**config.mk**
```make
export PLATFORM = sky130hd
export DESIGN_NAME = divider_64bit_signed_unsigned
export DESIGN_NICKNAME = d
export VERILOG_FILES = /design/src/hdl/div64_pkg.sv /design/src/hdl/divider_64bit_signed_unsigned.sv
export SDC_FILE = /design/constraint.sdc
export NUM_CORES = 1
export LEC_CHECK = 0
export BUFFER_PORTS_ARGS = -buffer_cell sky130_fd_sc_hd__clkbuf_2
export CORE_MARGIN = 8
export CORE_UTILIZATION = 48
export DETAILED_ROUTE_END_ITERATION = 6
export GPL_TIMING_DRIVEN = 1
export PLACE_DENSITY = 0.74
export SYNTH_ARGS = -nofsm -noshare
export SYNTH_HDL_FRONTEND = slang
export SYNTH_SLANG_ARGS = --single-unit
```
**constraint.sdc**
```tcl
create_clock -name clk -period 10.3 [get_ports clk]
set_input_delay 1.03 -clock clk [delete_from_list [all_inputs] [get_ports clk]]
set_output_delay 1.03 -clock clk [all_outputs]
set_load 0.05 [all_outputs]
```
**src/hdl/div64_pkg.sv**
```systemverilog
// ----------------------------------------------------------------------------
// div64_pkg
// Shared constants and types for the 64-bit signed/unsigned divider.
// ----------------------------------------------------------------------------
package div64_pkg;

  localparam int DATA_WIDTH = 64;
  localparam int PORT_W     = 64;
  localparam int KIND_W     = 2;
  localparam int CNT_W      = $clog2(DATA_WIDTH + 1);

  typedef logic [DATA_WIDTH-1:0] word_t;
  typedef logic [PORT_W-1:0]     port_word_t;
  typedef logic [CNT_W-1:0]      count_t;

  typedef enum logic [KIND_W-1:0] {
    KIND_UQUOT = 2'd0,
    KIND_UREM  = 2'd1,
    KIND_SQUOT = 2'd2,
    KIND_SREM  = 2'd3
  } kind_t;

  typedef enum logic [2:0] {
    ST_IDLE = 3'b001,
    ST_RUN  = 3'b010,
    ST_FIX  = 3'b100
  } state_t;

endpackage

```
**src/hdl/divider_64bit_signed_unsigned.sv**
```systemverilog
// ----------------------------------------------------------------------------
// divider_64bit_signed_unsigned
// Radix-2 restoring divider producing an unsigned or signed quotient or
// remainder, one quotient bit per cycle.
// A request is accepted in ST_IDLE; ST_RUN produces the quotient bits, ST_FIX
// applies the sign fix-up, and the result is held in an output register.
// busy is high in ST_RUN and ST_FIX, so a new request waits until idle.
// The shared subtract-and-compare loop sets the rate; results cannot stall.
// Reset is synchronous and active low; it returns the block to idle.
// ----------------------------------------------------------------------------
module divider_64bit_signed_unsigned (
  input  logic                       clk,
  input  logic                       rst_n,
  input  logic                       start,
  output logic                       busy,
  input  logic [div64_pkg::KIND_W-1:0] in_kind,
  input  div64_pkg::port_word_t      in_dividend,
  input  div64_pkg::port_word_t      in_divisor,
  output logic                       out_valid,
  output div64_pkg::port_word_t      out_result
);
  import div64_pkg::*;

  state_t state_r, state_nxt;
  logic   out_valid_r, out_valid_nxt;
  count_t cnt_r, cnt_nxt;

  word_t  quot_r, quot_nxt;
  word_t  rem_r, rem_nxt;
  word_t  dsr_r, dsr_nxt;
  logic   neg_r, neg_nxt;
  logic   sel_rem_r, sel_rem_nxt;
  logic   dz_r, dz_nxt;
  word_t  res_r, res_nxt;

  word_t  a_in, b_in, a_mag, b_mag, pick;
  logic   a_neg, b_neg, signed_op, accept;
  logic [DATA_WIDTH:0] rem_shift, diff;
  kind_t  kind;

  assign kind      = kind_t'(in_kind);
  assign accept    = start && (state_r == ST_IDLE);
  assign a_in      = in_dividend[DATA_WIDTH-1:0];
  assign b_in      = in_divisor[DATA_WIDTH-1:0];
  assign signed_op = (kind == KIND_SQUOT) || (kind == KIND_SREM);
  assign a_neg     = signed_op && a_in[DATA_WIDTH-1];
  assign b_neg     = signed_op && b_in[DATA_WIDTH-1];
  assign a_mag     = a_neg ? (~a_in + word_t'(1)) : a_in;
  assign b_mag     = b_neg ? (~b_in + word_t'(1)) : b_in;

  assign rem_shift = {rem_r, quot_r[DATA_WIDTH-1]};
  assign diff      = rem_shift - {1'b0, dsr_r};
  assign pick      = sel_rem_r ? rem_r : quot_r;

  always_comb begin
    state_nxt     = state_r;
    out_valid_nxt = 1'b0;
    cnt_nxt       = cnt_r;
    quot_nxt      = quot_r;
    rem_nxt       = rem_r;
    dsr_nxt       = dsr_r;
    neg_nxt       = neg_r;
    sel_rem_nxt   = sel_rem_r;
    dz_nxt        = dz_r;
    res_nxt       = res_r;
    case (state_r)
      ST_IDLE: begin
        if (accept) begin
          quot_nxt    = a_mag;
          rem_nxt     = '0;
          dsr_nxt     = b_mag;
          dz_nxt      = (b_in == '0);
          sel_rem_nxt = (kind == KIND_UREM) || (kind == KIND_SREM);
          case (kind)
            KIND_SQUOT: neg_nxt = a_neg ^ b_neg;
            KIND_SREM:  neg_nxt = a_neg;
            default:    neg_nxt = 1'b0;
          endcase
          cnt_nxt   = count_t'(DATA_WIDTH);
          state_nxt = ST_RUN;
        end
      end
      ST_RUN: begin
        if (!diff[DATA_WIDTH]) begin
          rem_nxt  = diff[DATA_WIDTH-1:0];
          quot_nxt = {quot_r[DATA_WIDTH-2:0], 1'b1};
        end else begin
          rem_nxt  = rem_shift[DATA_WIDTH-1:0];
          quot_nxt = {quot_r[DATA_WIDTH-2:0], 1'b0};
        end
        cnt_nxt = cnt_r - count_t'(1);
        if (cnt_r == count_t'(1)) begin
          state_nxt = ST_FIX;
        end
      end
      ST_FIX: begin
        if (dz_r) begin
          res_nxt = '0;
        end else if (neg_r) begin
          res_nxt = ~pick + word_t'(1);
        end else begin
          res_nxt = pick;
        end
        out_valid_nxt = 1'b1;
        state_nxt     = ST_IDLE;
      end
      default: begin
        state_nxt = ST_IDLE;
      end
    endcase
  end

  always_ff @(posedge clk) begin
    if (!rst_n) begin
      state_r     <= ST_IDLE;
      out_valid_r <= 1'b0;
      cnt_r       <= '0;
    end else begin
      state_r     <= state_nxt;
      out_valid_r <= out_valid_nxt;
      cnt_r       <= cnt_nxt;
    end
  end

  always_ff @(posedge clk) begin
    quot_r    <= quot_nxt;
    rem_r     <= rem_nxt;
    dsr_r     <= dsr_nxt;
    neg_r     <= neg_nxt;
    sel_rem_r <= sel_rem_nxt;
    dz_r      <= dz_nxt;
    res_r     <= res_nxt;
  end

  assign busy       = (state_r != ST_IDLE);
  assign out_valid  = out_valid_r;
  assign out_result = port_word_t'(res_r);

endmodule

```
* Word-level counts from Yosys, hierarchy flattened
Index checks and enable logic that the tools add are counted.
** Storage, ports and cells
- Output and inout bits :: 66
- Logic and storage cells :: 56
- Bits of input ports :: 133
- Register bits :: 270
** Cells by class
- Add/sub/neg operators :: 5
- Multiplexer cells :: 17
- Reductions and logical operators :: 10
- Bitwise operators :: 4
- Equal/unequal tests :: 10
** Operator list (count)
- $mux W64 :: 7
- $pmux W64 S2 :: 2
- $add A64 B1 Y64 const B :: 3
- $not A64 Y64 :: 3
- $sub A65 B64 Y65 :: 1
- $logic_not A64 Y1 :: 1
- $pmux W7 S2 :: 1
- $eq A7 B1 Y1 const B :: 1
- $mux W7 :: 1
- $sub A7 B1 Y7 const B :: 1
- $mux W3 :: 2
- $pmux W3 S2 :: 1
- $reduce_and A2 Y1 :: 3
- $eq A2 B2 Y1 const B :: 2
- $ne A2 B2 Y1 const B :: 2
- $eq A3 B1 Y1 const B :: 1
- $eq A3 B2 Y1 const B :: 1
- $eq A3 B3 Y1 const B :: 1
- $logic_and A1 B1 Y1 :: 3
- $ne A3 B1 Y1 const B :: 1
- $eq A2 B1 Y1 const B :: 1
- $logic_or A1 B1 Y1 :: 2
- $mux W1 :: 2
- $pmux W1 S2 :: 1
- 2 further kinds :: 2

* Depth between registers and ports, before layout
- Depth after elaboration :: 6
- Depth in mapped cells :: 20
- Depth with buffers taken out :: 13

* Worst setup path before layout
OpenSTA, ideal clock, no wires.
- Path kind :: flip-flop to flip-flop
- Start :: reg sel_rem_r
- End :: reg res_r[52], in the netlist out_result[52] (data pin)
- Cell stages (with the launch flop) :: 21
- Buffers on the path :: 9
- Arrival :: 5.645 ns
- Setup slack :: 4.389 ns
- Library setup time :: 0.266 ns
- Clock period less this slack :: 5.911 ns
- Required time :: 10.034 ns
- Path through :: edfxtp_1 > clkbuf_1 > buf_2 > buf_2 > buf_2 > buf_2 > buf_2 > buf_1 > clkbuf_1 > buf_2 > mux2i_1 > ha_1 > o211ai_1 > or4_4 > or3b_1 > or2_1 > or4_4 > o41ai_4 > nand2_1 > xnor2_1 > nor2_1
** On the way
- Cells in the longest elaborated chain, start to end :: 4
** RTL lines
- start: declaration :: RTL line divider_64bit_signed_unsigned.sv:32 : logic sel_rem_r, sel_rem_nxt;
- start signal: assignment :: RTL line divider_64bit_signed_unsigned.sv:130 : sel_rem_r <= sel_rem_nxt;
- $mux W64 * :: RTL line divider_64bit_signed_unsigned.sv:53 : assign pick = sel_rem_r ? rem_r : quot_r;
- $not A64 Y64 :: RTL line divider_64bit_signed_unsigned.sv:100 : res_nxt = ~pick + word_t'(1);
- $add A64 B1 Y64 :: RTL line divider_64bit_signed_unsigned.sv:100
- $mux W64 * :: RTL line divider_64bit_signed_unsigned.sv:99 : end else if (neg_r) begin
- end signal: assignment :: RTL line divider_64bit_signed_unsigned.sv:132 : res_r <= res_nxt;
- end: declaration :: RTL line divider_64bit_signed_unsigned.sv:34 : word_t res_r, res_nxt;
Mark *: on every way between the ends. The rest lies on a longest branch, timed or not.
A chain may end at the register's enable or synchronous reset.

* Final worst setup path
Ends and elaborated chain as after synthesis.

==> metrics <==
FF+latch count, synth=270; antenna viol nets, final=0; critical path startpoint category=flip-flop; CTS tree=yes; Reg area=between 7000 and 8000 µm²; DR WL/cell=19.2 µm; Core ar.=~40,000 µm²; Sum Neg Setup Slack=0 ns; Post-CTS Setup Bufs=0; H-tree Lvls=1; post-synth top area cell=edfxtp_1; P&R area growth vs syn=12.2%; GR Util All Layers=a little under a quarter; min Tclk post-route=4.90 ns; post-synth top area share=~40%; TritonRoute pass-1 iters=5; Layout Skew=~0.0075 ns; Final Hold Vio Count=0; layout cells sized above 1=between 10% and 20%; CP cell instances=buf_4 > mux2i_1 > ha_1 > o211ai_1 > or4_4 > or3b_1 > or2_1 > or4_4 > o41ai_4 > nand2_1 > xnor2_1 > nor2_1; Fill cells=between 3,000 and 4,000; Root Buffer=clkbuf_16; Crit Path Class=flip-flop to flip-flop; vias in the first global route=roughly 16,000; Power Density=153 nW/µm²; nets=2,533; Row Count=74; vias per cell=between 5 and 6; syn nets=approximately 2,400; Final Cycle Share=~48%; CP peak stage delay=roughly 0.77 ns; Rel. slew slack=approximately 25%; Max Freq=roughly 200 MHz; largest buffer count on any clock path=3; Critical Path Most Common Cell=or4_4; share of the yosys chip area belonging to registers=41.0%; Cells after DPL=2,831; Multi-input gate area=roughly 11,000 µm²; crit-path max FO=90; Crit. End Element=flip-flop; status=complete, no violations; DRT iter0 DRCs=between 1,000 and 1,500; Post-Layout Cell Count=between 2,000 and 3,000; synthesized area=~20,000 µm²; io pins=approximately 200; Netlist cell types=just under 70; Critical Path AT=~5.2 ns; Lkg Pwr=roughly 0.0084 µW; Worst Tran Pin Value=around 1.1 ns; synth top area cells=edfxtp_1 40%, xnor2_1 5.8%, a21oi_1 5.6%; clock slew at reported path FFs=roughly 0.060 ns; # setup viols final=0; VDD IR-drop max=~0.1 mV; I/O Buffers=198; Initial Utilization=approximately half; hold buffer count at cts=0; DR vias=16,700; GP Congestion=around 1.0; Post-route DRC=0; CTS sink count=270; Mapped Avg Cell Area=between 8 and 9 µm²; final wirelength=between 50,000 and 60,000 µm; global-route wire length before repair=between 80,000 and 90,000 µm; total CTS buffers=29; Worst Hold Class=flip-flop to flip-flop; CP required=10.59 ns; largest net degree at the start of global routing=around 100; Post-Syn Instances=2,204; grt ovf=0; die height=~220 µm; Die Wd=about 220 µm; Worst R2R Setup Slack=~5.4 ns; die area=47,300 µm²; Max-cap violations=0; Clock Latency Late Sink=approximately 0.56 ns; number of synthesized flops with an enable pin=approximately 260; Ys Warns=0; asr flop ratio synth=0%; DP HPWL=43,700 µm; post_cts resized=0; antenna violations before repair=8; RSZ-0062 raised after global routing=false; final slew viol count=0; most used flip-flop cell after synthesis=edfxtp_1; Critical Path Slowest Stage Cell=buf_4
cells in the final DEF (no fill, tap or decap), types with 33 or more instances in the layout:
| master | Yosys | final |
|---|---|---|
| a21oi_1 | 218 | 218 |
| clkbuf_2 | 0 | 198 |
| edfxtp_1 | 259 | 259 |
| ha_1 | 69 | 69 |
| inv_1 | 93 | 92 |
| mux2i_1 | 50 | 50 |
| nand2_1 | 263 | 262 |
| nand2b_1 | 33 | 33 |
| nand3_1 | 33 | 33 |
| nand4_1 | 35 | 35 |
| nor2_1 | 218 | 217 |
| nor3_1 | 83 | 83 |
| o21ai_0 | 151 | 151 |
| o31ai_1 | 42 | 42 |
| xnor2_1 | 129 | 128 |
| xor2_1 | 110 | 109 |
synthesized netlist by cell type (all sizes together), types with 16 or more instances:
cell      n
a21o     29
clkbuf   99
a31oi    16
o31ai    42
xnor2   129
nand4    35
edfxtp  259
nand3    33
nor4     21
mux2i    50
ha       69
nor3     84
xor2    110
inv      93
buf      18
a21oi   218
or2      19
nand2b   33
o21ai   154
or3      17
or4      18
nand2   263
nor2    218
cell type report:
cell class	count	area share, %
multi-input combinational	1723	49.1
sequential	270	36.6
timing repair buffer	212	5.01
clock buffer	34	3.40
tap	532	3.04
inverter	94	1.61
clock inverter	18	1.21
antenna	8	0.0915
flip-flops by register name (all words and copies together), names as in the netlist:
signal	cells
dz_r	1
sel_rem_r	1
rem_r	64
out_valid	1
dsr_r	64
out_result	64
cnt_r	7
neg_r	1
state_r	3
quot_r	64
cells by family after synthesis:
kind of cell,synth area share (%)
adders and majority gates,4.53
buffers and inverters,4.14
and+or+nand+nor,19.2
muxes,3.44
DFF,41.0
AOI/OAI and AO/OA,16.9
xor gates and xnor gates,10.7
layer usage:
layer	GRT usage [%]	vias up	share of wire, %
met2	32.9	606	41
met1	34.1	7793	47
li1	-	8206	-
met4	6.94	2	2.7
met5	0	-	0.023
met3	3.91	85	8.8
critical path: cells and delay by family (launching register included):
| family | cells | cell delay, ns |
|---|---|---|
| buf+inv | 1 | 0.77 |
| simple gates | 6 | 1.97 |
| xor+xnor | 1 | 0.15 |
| fa+ha+maj | 1 | 0.25 |
| flops | 1 | 0.32 |
| mux | 1 | 0.43 |
| compound gates | 2 | 0.63 |
worst paths after layout:
kind | start | to | cells after the start
setup / recovery | sel_rem_r$_DFFE_PP_ | out_result[52]$_SDFFCE_PP0P_ | 12
hold / removal | cnt_r[0]$_SDFFE_PN0P_ | cnt_r[0]$_SDFFE_PN0P_ | 2
setup reg to reg | sel_rem_r$_DFFE_PP_ | out_result[52]$_SDFFCE_PP0P_ | 12
hold reg to reg | cnt_r[0]$_SDFFE_PN0P_ | cnt_r[0]$_SDFFE_PN0P_ | 2
power by group:
part | internal [µW] | total (µW) | switching (µW)
logic | 308 | 833 | 525
registers | 1310 | 1380 | 75.7
clock network | 688 | 1120 | 434
per-stage QoR:
step	utilization, %	hold WS (ns)	cell area [µm²]	power (µW)	setup WS [ns]
final	54.1	0.522	21900	3340	5.40
after CTS	54.0	0.517	21900	3340	5.44
after global routing	54.0	0.553	21900	3490	5.12
after floorplan	-	0.469	19500	1980	4.39
after detailed placement	51.5	0.509	20800	2220	5.45
after global placement	51.5	0.479	20800	2210	5.47
(Power assumes the default switching activity.)
